### src/rtl/core/eabm_pkg.sv
package eabm_pkg;

    localparam int PIXEL_BITS   = 16;
    localparam int FW_BITS      = 11;
    localparam int FH_BITS      = 16;
    localparam int ROW_BITS     = FH_BITS + 1;
    localparam int ADDR_BITS    = 3;
    localparam int RS_BITS      = PIXEL_BITS + 2;
    localparam int SUM_BITS     = PIXEL_BITS + 4;
    localparam int DIVISOR_BITS = 4;

    // The divider retires this many quotient bits per cycle.
    localparam int DIV_STEP_BITS = 8;
    localparam int DIV_CYCLES    = (SUM_BITS + DIV_STEP_BITS - 1) / DIV_STEP_BITS;
    localparam int DIV_BITS      = DIV_CYCLES * DIV_STEP_BITS;
    localparam int DIV_CNT_BITS  = (DIV_CYCLES > 1) ? $clog2(DIV_CYCLES) : 1;

    localparam int DEFAULT_WIDTH  = 1024;
    localparam int DEFAULT_HEIGHT = 1024;

    localparam logic CMD_PIXEL = 1'b0;
    localparam logic CMD_DRAIN = 1'b1;

    // Register index, taken from bit 2 of the byte address.
    localparam logic REG_FRAME_WIDTH  = 1'b0;
    localparam logic REG_FRAME_HEIGHT = 1'b1;

    typedef struct packed {
        logic                         cmd;
        logic signed [PIXEL_BITS-1:0] pixel;
    } in_item_t;

    typedef struct packed {
        logic signed [PIXEL_BITS-1:0] mean_value;
        logic                         end_of_frame;
    } out_item_t;

    typedef struct packed {
        logic signed [SUM_BITS-1:0] sum;
        logic [DIVISOR_BITS-1:0]    divisor;
    } div_req_t;

endpackage

### src/rtl/core/eabm_div.sv
module eabm_div (
    input  logic                                aclk,
    input  logic                                aresetn,
    input  logic                                start,
    input  eabm_pkg::div_req_t                  req,
    output logic                                done,
    output logic signed [eabm_pkg::PIXEL_BITS-1:0] quotient
);
    import eabm_pkg::*;

    logic [DIV_BITS-1:0]     num_reg;
    logic [DIV_BITS-1:0]     num_next;
    logic [DIVISOR_BITS-1:0] rem_reg;
    logic [DIVISOR_BITS-1:0] rem_next;
    logic [DIVISOR_BITS-1:0] dvs_reg;
    logic [DIVISOR_BITS:0]   trial;
    logic [SUM_BITS-1:0]     mag;
    logic [PIXEL_BITS-1:0]   q;
    logic                    neg_reg;
    logic                    busy_reg;
    logic                    done_reg;
    logic [DIV_CNT_BITS-1:0] cnt_reg;

    // Division runs on the magnitude so that the quotient truncates toward zero.
    assign mag = req.sum[SUM_BITS-1] ? (SUM_BITS'(~req.sum) + SUM_BITS'(1))
                                     : SUM_BITS'(req.sum);

    // Restoring division; the remainder stays below the divisor, so it is narrow.
    always_comb begin
        num_next = num_reg;
        rem_next = rem_reg;
        trial    = '0;
        for (int i = 0; i < DIV_STEP_BITS; i++) begin
            trial    = {rem_next, num_next[DIV_BITS-1]};
            num_next = {num_next[DIV_BITS-2:0], 1'b0};
            if (trial >= {1'b0, dvs_reg}) begin
                rem_next    = DIVISOR_BITS'(trial - {1'b0, dvs_reg});
                num_next[0] = 1'b1;
            end else begin
                rem_next = trial[DIVISOR_BITS-1:0];
            end
        end
    end

    always_ff @(posedge aclk) begin
        if (!aresetn) begin
            busy_reg <= 1'b0;
            done_reg <= 1'b0;
            cnt_reg  <= '0;
        end else begin
            done_reg <= !start && busy_reg && (cnt_reg == '0);
            if (start) begin
                busy_reg <= 1'b1;
                cnt_reg  <= DIV_CNT_BITS'(DIV_CYCLES - 1);
            end else if (busy_reg) begin
                cnt_reg <= cnt_reg - DIV_CNT_BITS'(1);
                if (cnt_reg == '0) begin
                    busy_reg <= 1'b0;
                end
            end
        end
    end

    always_ff @(posedge aclk) begin
        if (start) begin
            num_reg <= DIV_BITS'(mag);
            rem_reg <= '0;
            dvs_reg <= req.divisor;
            neg_reg <= req.sum[SUM_BITS-1];
        end else if (busy_reg) begin
            num_reg <= num_next;
            rem_reg <= rem_next;
        end
    end

    assign q        = num_reg[PIXEL_BITS-1:0];
    assign quotient = neg_reg ? (~q + PIXEL_BITS'(1)) : q;
    assign done     = done_reg;

endmodule

### config.mk
export PLATFORM = sky130hd
export DESIGN_NAME = eabm_div
export DESIGN_NICKNAME = d
export VERILOG_FILES = /design/src/rtl/core/eabm_pkg.sv /design/src/rtl/core/eabm_div.sv
export SDC_FILE = /design/constraint.sdc
export NUM_CORES = 1
export LEC_CHECK = 0
export ABC_AREA = 1
export BUFFER_PORTS_ARGS = -buffer_cell sky130_fd_sc_hd__buf_2
export CORE_MARGIN = 3
export CORE_UTILIZATION = 35
export DETAILED_ROUTE_END_ITERATION = 8
export MAX_ROUTING_LAYER = met4
export PLACE_DENSITY = 0.53
export SLEW_MARGIN = 20
export SYNTH_ARGS = -nofsm -noshare
export SYNTH_HDL_FRONTEND = slang
export SYNTH_SLANG_ARGS = --single-unit
### constraint.sdc
create_clock -name aclk -period 15.17 [get_ports aclk]
set_clock_uncertainty 0.1 [all_clocks]
set_input_delay 2.2755 -clock aclk [delete_from_list [all_inputs] [get_ports aclk]]
set_output_delay 2.2755 -clock aclk [all_outputs]
set_load 0.02 [all_outputs]
==> run summary, run 1 <==
The die covers 12,500 µm². The detail-routed via count per cell was 4.89. Cell repeated most along the worst path: sky130_fd_sc_hd__nand2_1. The run gives 44 as the number of I/O pins. The tools report the routability congestion estimate as 0.836. Clock-pin slew was measured on the worst setup and hold paths at 0.08 ns. The count of input and output buffers is 43, and the arrival time of the worst setup path is 13.32 ns.

The average detailed-routed wire length per instance came out at 14.3 µm. The synthesized netlist net count is 592, and the area share of the largest cell type after synthesis is 19.2%. The Yosys step of the flow raised 0 warnings. In this run the remaining antenna-violating nets after routing total 0. Subtracting the final worst setup slack from the clock period gives 13.23 ns. Setup repair after global routing left no endpoint under its margin.

The register bit total from synthesis was 37. In this run the cell area of the synthesized design comes to 3920 µm². The antenna diode count came out at 0. Cells fill 40.3% of the core in the end.

The run gives 0 as the max-slew violation count. The tools report the maximum number of pins on one net before global-route repair as 40. STA classifies the critical path startpoint as a register. Leaving out fill and tap cells, the most frequent cells in the layout are sky130_fd_sc_hd__nand2_1 (115), sky130_fd_sc_hd__inv_1 (81), sky130_fd_sc_hd__buf_2 (43). The count of H-tree levels built during CTS came out at 2.

The tools report the starting density of the core as 36.0%. The cell with the largest stage delay on the worst path is sky130_fd_sc_hd__edfxtp_1. The run finished with clean final reports. The overall routing resource usage was 17.1%.

STA classifies the critical path endpoint as a register. After detailed routing, the number of remaining DRC violations is 0. The tools report the data required time of the worst path as 15.26 ns.

In this run the clock root is driven by a sky130_fd_sc_hd__clkbuf_8. The biggest fanout along the worst timing path is 10. First-pass GRT wire length: 16,900 µm.

In this run, the number of DRC markers left after iteration 0 of detailed routing was 194. Setup violations remaining at the end of the flow were counted as 0. The area overhead of the layout relative to synthesis was 12.0%; the post-synthesis area per instance was 7.51 µm². Area of placed instances: 4280 µm². The longest clock path from root to sink contains 2 buffers. Category of the critical setup timing path: register to register. The number of antenna violations at the first check in global routing is 0, and the upper clock frequency limit is 75.6 MHz. Headroom to the max-slew limit came out at 40.0%.

The logs give 0 for the final count of hold timing violations and 522 for the number of standard cells after synthesis. The cell type contributing the most total cell area after synthesis was sky130_fd_sc_hd__edfxtp_1. Row generation in the floorplan step produced 38 rows. For the total negative slack, the log shows 0 ns.

Together, buffers and inverters on the worst path number 10. The highest cell delay on the worst timing path was 0.65 ns. The run gives 0 as the number of buffers inserted for hold repair after clock tree synthesis. The logs give 0 for the post-cts repair resize count and 10,900 µm² for the standard cell core area. The number of nets at the end of the flow came out at 635. Yosys mapped the design onto 38 distinct sky130hd cell types. Measured along the x axis, the die boundary spans 112 µm. The estimated wirelength of the detail-placed design was 8360 µm. Leaving out fill and tap cells, the most frequent cell in the layout is sky130_fd_sc_hd__nand2_1. The final clock period utilization by the worst path was 87.2%; the flip-flop count of the largest register, all copies and words added was 24. In this run the vertical extent of the chip is 112 µm. The via count of the first global-routing pass was 3,456. After clock tree synthesis, the setup repair step added 0 buffers.

The proportion of layout cells with a drive suffix above 1 works out to 14.3%. Clock tree synthesis found a total of 37 sinks. Cell family contributing the most delay on the critical path: simple AND/OR/NAND/NOR gates.

At the later pin of the worst-skew pair, clock insertion delay measures 0.29 ns. The global-route congestion overflow total was 0. Class of the tightest hold or removal check: register to register. The routed design has 10,100 µm of wire. With fillers left out, the area of the finished cells amounts to 4390 µm². At the pin with the least slew margin, the transition time is 0.900 ns. Number of maximum-capacitance violations: 0. Detailed-routing iteration count for the pre-antenna-repair pass: 4. The final route contains 3,453 vias.

Yosys attributes the largest share of cell area to sky130_fd_sc_hd__edfxtp_1 (19%), sky130_fd_sc_hd__ha_1 (11%), sky130_fd_sc_hd__nand2_1 (11%). TritonCTS built the clock tree. After synthesis, flip-flops and latches occupy 25.3% of the total area. Buffers inserted during clock tree synthesis total 5.
cell type report:
type	instances	area (µm²)
clock inverter	1	8.76
tap	140	175
clock buffer	7	97.6
inverter	82	308
timing repair buffer	44	223
fill	1123	6500
multi-input combinational	395	2590
sequential	37	991
path summary, 6_finish.rpt:
check                                start         end  slack, ns  depth (start not counted)
worst max register to register  dvs_reg[1]  rem_reg[3]       1.94                         77
worst min-delay path            cnt_reg[1]  cnt_reg[1]       0.39                          2
worst max-delay path            dvs_reg[1]  rem_reg[3]       1.94                         77
worst min register to register  cnt_reg[1]  cnt_reg[1]       0.39                          2
layer usage:
layer / wire length, µm / vias to the layer above / global-route usage (%)
li1: - / 1797 / -
met1: 4440 / 1552 / 21.5
met2: 4940 / 92 / 29.2
met3: 605 / 12 / 2.66
met4: 121 / 0 / 3.73
met5: 0 / - / -
Yosys cell counts, drive strengths merged:
cell type,count
a211oi,5
a21boi,1
a21oi,10
a221oi,1
a311oi,1
a31oi,3
a41oi,1
and2,1
buf,1
clkbuf,7
clkinv,1
dfxtp,12
edfxtp,25
fa,8
ha,35
inv,81
nand2,125
nand3,44
nand3b,1
nand4,8
nor2,46
nor3,15
nor3b,2
nor4,3
o21ai,32
o21bai,1
o22ai,3
o31ai,3
or2,1
xnor2,12
xor2,33
worst register-to-register path, delay by kind of cell, from the launching register on:
kind                     cells  cell delay (ns)
adder cells (fa/ha/maj)      8             2.58
AND/OR/NAND/NOR             46             5.61
flip-flops                   1             0.65
buffers and inverters       10             1.07
AO/OA/AOI/OAI               13             3.16
kinds of logic after synthesis:
kind of cell	share of synthesized area, %
AO/OA/AOI/OAI	9.10
flip-flops	25.3
XOR/XNOR	10.1
buffers and inverters	8.71
adder cells (fa/ha/maj)	15.3
AND/OR/NAND/NOR	31.6
metrics by stage:
step	std cells	hold WS, ns	worst slack, ns
2_1_floorplan	522	0.355	3.69
3_3_place_gp	698	0.376	2.35
3_5_place_dp	698	0.381	1.99
4_1_cts	706	0.396	1.95
5_1_grt	706	0.408	0.331
6_report	706	0.390	1.94
Power of run 1 is not shown: default switching activity piles up to over one toggle a cycle in this logic, so the estimate is an artifact.
==> run 2: changes to the inputs <==
--- a/config.mk
+++ b/config.mk
@@ -5,10 +5,10 @@
 export SDC_FILE = /design/constraint.sdc
 export NUM_CORES = 1
 export LEC_CHECK = 0
-export ABC_AREA = 1
 export BUFFER_PORTS_ARGS = -buffer_cell sky130_fd_sc_hd__buf_2
 export CORE_MARGIN = 3
 export CORE_UTILIZATION = 35
+export CTS_BUF_LIST = sky130_fd_sc_hd__clkbuf_8
 export DETAILED_ROUTE_END_ITERATION = 8
 export MAX_ROUTING_LAYER = met4
 export PLACE_DENSITY = 0.53
==> run 2 against run 1 <==
  * Sequential share of layout area decreased by 0.096 points
  * Worst setup slack got worse by 0.54 ns
  * Wire length decreased by 2.3%
  * Area after synthesis increased by 0.29%
  * Synthesized cell count decreased by 14%
  * Final cell count decreased by 11%
  * Via count decreased by 3.9%
  * Die area increased by 0.27%
  * Critical path depth decreased by 14
  * Non-clock buffer count increased by 7
  * Register-to-register slack got worse by 0.54 ns
==> run summary, run 2 <==
The proportion of layout cells with a drive suffix above 1 is 16.3% (was 14.3%), and the detailed-routing iteration count for the pre-antenna-repair pass is 4 (unchanged). The estimated wirelength of the detail-placed design is 7820 µm (was 8360 µm). Area share of the largest cell type after synthesis: 19.1% (was 19.2%). The DRC violation count after routing is 0 (unchanged), and the die height is 112 µm (about the same). The most used routing layer was met2 (unchanged). The run gives 0 (unchanged) as the number of maximum-capacitance violations. Detail-routed via count per cell: 5.26 (was 4.89).

The most common cell after layout, fill and taps aside was sky130_fd_sc_hd__buf_2 (was sky130_fd_sc_hd__nand2_1). Number of buffers on the longest clock path: 2 (unchanged). The final-report setup violation count was 0 (unchanged); the chip width was 112 µm (about the same). The logs give 44 (unchanged) for the number of I/O pins and 0 (unchanged) for the remaining antenna violation count after routing. The logs give 3,339 (was 3,456) for the via count of the first global-routing pass and 59 (was 38) for the count of distinct cell types in the synthesized netlist. Setup repair after global routing left no endpoint under its margin. For the number of antenna violations at the first check in global routing, the log shows 0 (unchanged).

Routability congestion estimate: 0.865 (was 0.836). Starting density of the core: 36.1% (was 36.0%). Post-synthesis area per instance: 8.79 µm² (was 7.51 µm²).

The count of H-tree levels built during CTS came out at 2 (unchanged). Class of the tightest hold or removal check: register to register (unchanged). The arrival time of the worst setup path came out at 13.89 ns (was 13.32 ns). The warning count from the yosys run is 0 (unchanged), and the number of clock buffers inserted by TritonCTS is 5 (unchanged). TritonCTS built the clock tree. The number of standard cells after synthesis was 447 (was 522). Upper clock frequency limit: 72.6 MHz (was 75.6 MHz). The biggest fanout along the worst timing path is 15 (was 10), and the standard cell core area is 10,900 µm² (unchanged).

The global routing met2 resource utilization came out at 28.1% (was 29.2%). First-pass GRT wire length: 16,400 µm (was 16,900 µm). Cell type contributing the most total cell area after synthesis: sky130_fd_sc_hd__edfxtp_1 (unchanged). The logs give 21.4% (was 21.5%) for the met1 capacity usage during global routing and 0 (unchanged) for the global-route congestion overflow total. The register bit total from synthesis is 37 (unchanged).

The clock input transition at the sequential cells of the worst setup and hold paths is 0.09 ns (was 0.08 ns). The area overhead of the layout relative to synthesis is 12.2% (was 12.0%), and the antenna diode count is 0 (unchanged). The number of enable-type register cells in the synthesized netlist was 25 (unchanged). The final clock period utilization by the worst path works out to 90.7% (was 87.2%).

The post-synthesis async set-or-reset flop share was 0% (unchanged). The die area was 12,500 µm² (about the same); the global routing met3 resource utilization was 1.90% (was 2.66%). The run finished with clean final reports.

Slew at the pin with the worst max-slew slack: 0.731 ns (was 0.900 ns). The tools report the overall routing resource usage as 16.7% (was 17.1%). The tools report the sum of routed wire length over all layers as 9880 µm (was 10,100 µm).

The startpoint class of the critical path was a register (unchanged). The run gives 38 (unchanged) as the row count. Clock network latency to the later pin of the worst-skew pair: 0.30 ns (was 0.29 ns). The tools report the cell at the root of the clock tree as sky130_fd_sc_hd__clkbuf_8 (unchanged).

The flip-flop count of the largest register, all copies and words added works out to 24 (unchanged). Highest-count cells in the layout ignoring fill and taps: sky130_fd_sc_hd__buf_2 (43), sky130_fd_sc_hd__inv_1 (41), sky130_fd_sc_hd__ha_1 (35) (was sky130_fd_sc_hd__nand2_1 (115), sky130_fd_sc_hd__inv_1 (81), sky130_fd_sc_hd__buf_2 (43)). The number of nets at the end of the flow was 560 (was 635).

The total negative slack is 0 ns (unchanged). The synthesized netlist net count was 517 (was 592); the final count of hold timing violations was 0 (unchanged). The sequential share of the synthesized area is 25.2% (was 25.3%). The count of input and output buffers came out at 43 (unchanged).

For the relative slew slack, the log shows 51.2% (was 40.0%). The minimum clock period is 13.77 ns (was 13.23 ns). The primary flip-flop cell chosen by synthesis mapping is sky130_fd_sc_hd__edfxtp_1 (unchanged). The most instantiated library cell after synthesis is sky130_fd_sc_hd__inv_1 (was sky130_fd_sc_hd__nand2_1).

The tools report the via count as 3,319 (was 3,453). The number of DRC violations after detailed-routing iteration 0 was 132 (was 194); the highest cell delay on the worst timing path was 0.72 ns (was 0.65 ns). Cell with the largest stage delay on the worst path: sky130_fd_sc_hd__edfxtp_1 (unchanged). The data required time of the worst path was 15.30 ns (was 15.26 ns). The synthesized area is 3930 µm² (was 3920 µm²), and the number of clock sinks is 37 (unchanged).

The average detailed-routed wire length per instance is 15.7 µm (was 14.3 µm), and the maximum number of pins on one net before global-route repair is 56 (was 40). Ranking of synthesized cells by area: sky130_fd_sc_hd__edfxtp_1 (19%), sky130_fd_sc_hd__ha_1 (11%), sky130_fd_sc_hd__dfxtp_1 (6.1%) (was sky130_fd_sc_hd__edfxtp_1 (19%), sky130_fd_sc_hd__ha_1 (11%), sky130_fd_sc_hd__nand2_1 (11%)). Max-slew violation count: 0 (unchanged). The category of the critical setup timing path is register to register (unchanged).

The tools report the critical path endpoint category as a register (unchanged). Commonest cells post-synth: sky130_fd_sc_hd__inv_1 (42), sky130_fd_sc_hd__ha_1 (35), sky130_fd_sc_hd__nor2_1 (33), sky130_fd_sc_hd__o21ai_0 (33), sky130_fd_sc_hd__a21oi_1 (30) (was sky130_fd_sc_hd__nand2_1 (115), sky130_fd_sc_hd__inv_1 (81), sky130_fd_sc_hd__nor2_1 (42)).
[run 2: cell types whose count changed in the layout (fill, tap and decap cells not counted), sizes merged, moves of 9 or more]
cell,previous run,this run
mux2i,0,13
mux2,0,10
nor2,46,33
xnor2,12,25
nand3,44,2
or3,0,9
inv,81,43
nor2b,0,9
a21oi,10,30
nand2b,0,13
xor2,33,20
a21o,0,12
nand2,125,24
nor3,15,6
[run 2: critical path, delay by kind of cell (launching register included)]
kind | cells | cell delay (ns)
compound gates | 31 | 5.98
flops | 1 | 0.72
buf+inv | 8 | 0.91
mux | 6 | 2.05
fa+ha+maj | 8 | 2.33
simple gates | 10 | 1.58
[run 2: what timing repair did]
action                                  CTS  global route
gates resized for setup                   0             1
endpoints found under the setup margin    0             1
buffers inserted                          0             6
hold buffers                              0             0
[run 2: area by class of cell]
cell class	instances	area [µm²]
well taps	140	175
multi-input cells	353	2720
inverters	42	161
repair buffers	51	275
clock inverters	3	20.0
clock buffers	5	68.8
fillers	1084	6480
flip-flops and latches	37	991
[run 2: cells by family (layout without fill, tap and decap cells)]
logic type      count (synthesis)  in the layout  synth area share, %
xor+xnor                       45             45                 10.0
compound gates                123            123                 21.2
simple gates                  119            119                 16.1
mux                            23             23                 6.56
flops                          37             37                 25.2
buf+inv                        57            101                 5.66
fa+ha+maj                      43             43                 15.2
[run 2: worst paths after layout]
path	end	cells after the start	slack [ns]	from
worst min-delay path	num_reg[20]	2	0.40	num_reg[20]
worst max register to register	rem_reg[0]	63	1.40	dvs_reg[1]
worst min register to register	num_reg[20]	2	0.40	num_reg[20]
worst max-delay path	rem_reg[0]	63	1.40	dvs_reg[1]
[run 2: metal layers]
metal,up-vias,wire length [µm]
met2,65,4890
li1,1688,-
met3,15,328
met4,0,157
met1,1551,4510
met5,-,0
[run 2: metrics by stage]
stage	std cells	worst slack, ns	area, µm²	util (%)	hold slack [ns]
floorplan	447	2.59	3930	-	0.360
global placement	617	1.55	4270	39.2	0.385
detailed placement	617	1.24	4270	39.2	0.382
CTS	625	1.16	4360	40.0	0.403
global route	631	0.185	4410	40.5	0.467
finish	631	1.40	4410	40.5	0.401
Power of run 2 is left out for the same reason.
==> run 3: changes to the inputs <==
--- a/config.mk
+++ b/config.mk
@@ -7,11 +7,12 @@
 export LEC_CHECK = 0
 export BUFFER_PORTS_ARGS = -buffer_cell sky130_fd_sc_hd__buf_2
 export CORE_MARGIN = 3
-export CORE_UTILIZATION = 35
+export CORE_UTILIZATION = 55
 export CTS_BUF_LIST = sky130_fd_sc_hd__clkbuf_8
 export DETAILED_ROUTE_END_ITERATION = 8
+export GPL_TIMING_DRIVEN = 0
 export MAX_ROUTING_LAYER = met4
-export PLACE_DENSITY = 0.53
+export PLACE_DENSITY = 0.77
 export SLEW_MARGIN = 20
 export SYNTH_ARGS = -nofsm -noshare
 export SYNTH_HDL_FRONTEND = slang
==> run 3 against run 2 <==
  * Non-clock buffer count up 17
  * Critical path depth rose by 3
  * Fmax decreased by 2.2%
  * Design area rose by 1.3%
  * Wire length fell by 5.1%
  * Via count rose by 4.2%
  * First-iteration DRC count increased by 20%
  * Final cell count is 4.3% lower
  * Hold slack better by 0.028 ns
  * Sequential share of layout area is 0.29 points lower
  * Register-to-register slack got worse by 0.31 ns
  * Critical endpoint unchanged
==> run summary, run 3 (synthesized netlist as in run 2, its figures left out) <==
The logs give 60.7% (was 51.2%) for the relative slew slack and 37 (unchanged) for the number of clock sinks. For the remaining antenna violation count after routing, the log shows 0 (unchanged). The DRC violation count after routing was 0 (unchanged). The run gives 30 (was 38) as the row count. The minimum clock period is 14.07 ns (was 13.77 ns).

The final clock period utilization by the worst path came out at 92.8% (was 90.7%). The via count is 3,460 (was 3,319). The instance count after placement with tap cells included was 586 (was 617); the number of DRC violations after detailed-routing iteration 0 was 158 (was 132). Overall routing resource usage: 23.6% (was 16.7%). For the global-route congestion overflow total, the log shows 0 (unchanged).

The die height is 90.5 µm (was 112 µm), and the final count of hold timing violations is 0 (unchanged). The upper clock frequency limit was 71.1 MHz (was 72.6 MHz); the max-slew violation count was 0 (unchanged). The tools report the antenna diode count as 0 (unchanged). Maximum number of pins on one net before global-route repair: 21 (was 56). The cell with the largest stage delay on the worst path was sky130_fd_sc_hd__edfxtp_1 (unchanged).

The data required time of the worst path was 15.29 ns (was 15.30 ns); the total negative slack was 0 ns (unchanged). The number of I/O pins was 44 (unchanged). Detailed-routing iteration count for the pre-antenna-repair pass: 5 (was 4).

The proportion of layout cells with a drive suffix above 1 was 16.9% (was 16.3%); the flip-flop count of the largest register, all copies and words added was 24 (unchanged). The fraction of the core area covered by cells at the end of the flow was 65.0% (was 40.5%). The routability congestion estimate was 0.889 (was 0.865). The flow ran to the end, and the final reports show no timing, DRC or antenna violations. The logs give 8200 µm² (was 12,500 µm²) for the die area and 0 (unchanged) for the final-report setup violation count. The startpoint class of the critical path was a register (unchanged). The area overhead of the layout relative to synthesis works out to 13.6% (was 12.2%). The category of the critical setup timing path was register to register (unchanged).

The slew at the pin with the worst max-slew slack is 0.590 ns (was 0.731 ns), and the arrival time of the worst setup path is 14.19 ns (was 13.89 ns). The logs give 0 (unchanged) for the number of antenna violations at the first check in global routing and 0 (unchanged) for the number of maximum-capacitance violations. The post-place setup slack was 0.609 ns (was 1.24 ns); the buffer and inverter count on the worst path was 10 (was 8). The biggest fanout along the worst timing path is 10 (was 15), and the post-route non-filler standard cell count is 604 (was 631). For the estimated wirelength of the detail-placed design, the log shows 7360 µm (was 7820 µm). The most common cell after layout, fill and taps aside is sky130_fd_sc_hd__buf_2 (unchanged). The standard cell core area was 6870 µm² (was 10,900 µm²). Highest-count cells in the layout ignoring fill and taps: sky130_fd_sc_hd__buf_2 (44), sky130_fd_sc_hd__inv_1 (41), sky130_fd_sc_hd__ha_1 (35) (was sky130_fd_sc_hd__buf_2 (43), sky130_fd_sc_hd__inv_1 (41), sky130_fd_sc_hd__ha_1 (35)).

The cell family contributing the most delay on the critical path is compound AO/OA/AOI/OAI gates (unchanged). The clock network latency to the later pin of the worst-skew pair is 0.30 ns (about the same). The tools report the least setup slack across all paths after layout as 1.10 ns (was 1.40 ns).

Cell at the root of the clock tree: sky130_fd_sc_hd__clkbuf_8 (unchanged). The count of H-tree levels built during CTS was 2 (unchanged). The tools report the count of fill cells added during filler insertion as 600 (was 1,084). Setup repair after global routing left no endpoint under its margin. Detail-routed via count per cell: 5.73 (was 5.26). Class of the tightest hold or removal check: register to register (unchanged).

Starting density of the core: 57.2% (was 36.1%). TritonCTS built the clock tree. The highest cell delay on the worst timing path was 0.60 ns (was 0.72 ns). The clock input transition at the sequential cells of the worst setup and hold paths is 0.07 ns (was 0.09 ns), and the chip width is 90.5 µm (was 112 µm). The number of buffers on the longest clock path is 2 (unchanged), and the via count of the first global-routing pass is 3,290 (was 3,339). The tools report the number of nets at the end of the flow as 577 (was 560). The number of clock buffers inserted by TritonCTS was 5 (unchanged); the count of input and output buffers was 43 (unchanged). The first-pass GRT wire length was 15,400 µm (was 16,400 µm). The average detailed-routed wire length per instance was 15.5 µm (was 15.7 µm).

The critical path endpoint category was a register (unchanged). For the sum of routed wire length over all layers, the log shows 9380 µm (was 9880 µm).
run 3: cell types whose count changed in the layout (fill, tap and decap cells not counted):
cell | previous run | this run
sky130_fd_sc_hd__clkbuf_1 | 0 | 10
sky130_fd_sc_hd__buf_4 | 8 | 12
sky130_fd_sc_hd__buf_1 | 0 | 1
sky130_fd_sc_hd__buf_2 | 43 | 44
sky130_fd_sc_hd__bufinv_16 | 0 | 1
sky130_fd_sc_hd__clkbuf_2 | 0 | 1
sky130_fd_sc_hd__clkbuf_8 | 5 | 6
sky130_fd_sc_hd__clkinv_2 | 1 | 0
sky130_fd_sc_hd__clkinvlp_4 | 1 | 2
sky130_fd_sc_hd__inv_4 | 1 | 0
sky130_fd_sc_hd__inv_6 | 1 | 0
sky130_fd_sc_hd__o21ai_0 | 33 | 32
sky130_fd_sc_hd__o21ai_1 | 0 | 1
run 3: cell type report:
| type | instances | area, µm² | share of cell area (%) |
|---|---|---|---|
| plain buffers | 15 | 66.3 | 1.48 |
| clock buffers | 6 | 82.6 | 1.85 |
| clock inverters | 2 | 37.5 | 0.840 |
| inverters | 42 | 161 | 3.61 |
| multi-input cells | 353 | 2720 | 60.8 |
| flip-flops and latches | 37 | 991 | 22.2 |
| well taps | 96 | 120 | 2.69 |
| repair buffers | 53 | 290 | 6.50 |
run 3: final timing paths:
kind	from	to	slack, ns	depth (start not counted)
min reg2reg	num_reg[23]	num_reg[23]	0.43	2
max reg2reg	dvs_reg[1]	rem_reg[0]	1.10	66
max	dvs_reg[1]	rem_reg[0]	1.10	66
min	num_reg[23]	num_reg[23]	0.43	2
run 3: routing by layer:
metal	track usage, %	wire, µm
met3	3.42	489
met2	37.3	4390
met5	-	0
met1	32.1	4350
met4	5.36	146
run 3: worst register-to-register path, delay by kind of cell, from the launching register on:
family | cells | cell delay, ns
AOI/OAI and AO/OA | 30 | 5.53
adders and majority gates | 8 | 2.31
buffers and inverters | 10 | 1.55
DFF | 1 | 0.60
muxes | 7 | 2.49
and+or+nand+nor | 11 | 1.41
run 3: metrics by stage:
step	instance area, µm²	hold WS (ns)
floorplan	3930	0.360
global placement	4270	0.407
detailed placement	4270	0.421
CTS	4390	0.432
global route	4470	0.469
finish	4470	0.430
run 3: what timing repair did:
| action | 4_1_cts | 5_1_grt |
|---|---|---|
| resized for setup | 0 | 4 |
| hold buffers | 0 | 0 |
| setup buffers | 0 | 10 |
| endpoints found under the setup margin | 0 | 5 |
Power of run 3 is left out for the same reason.
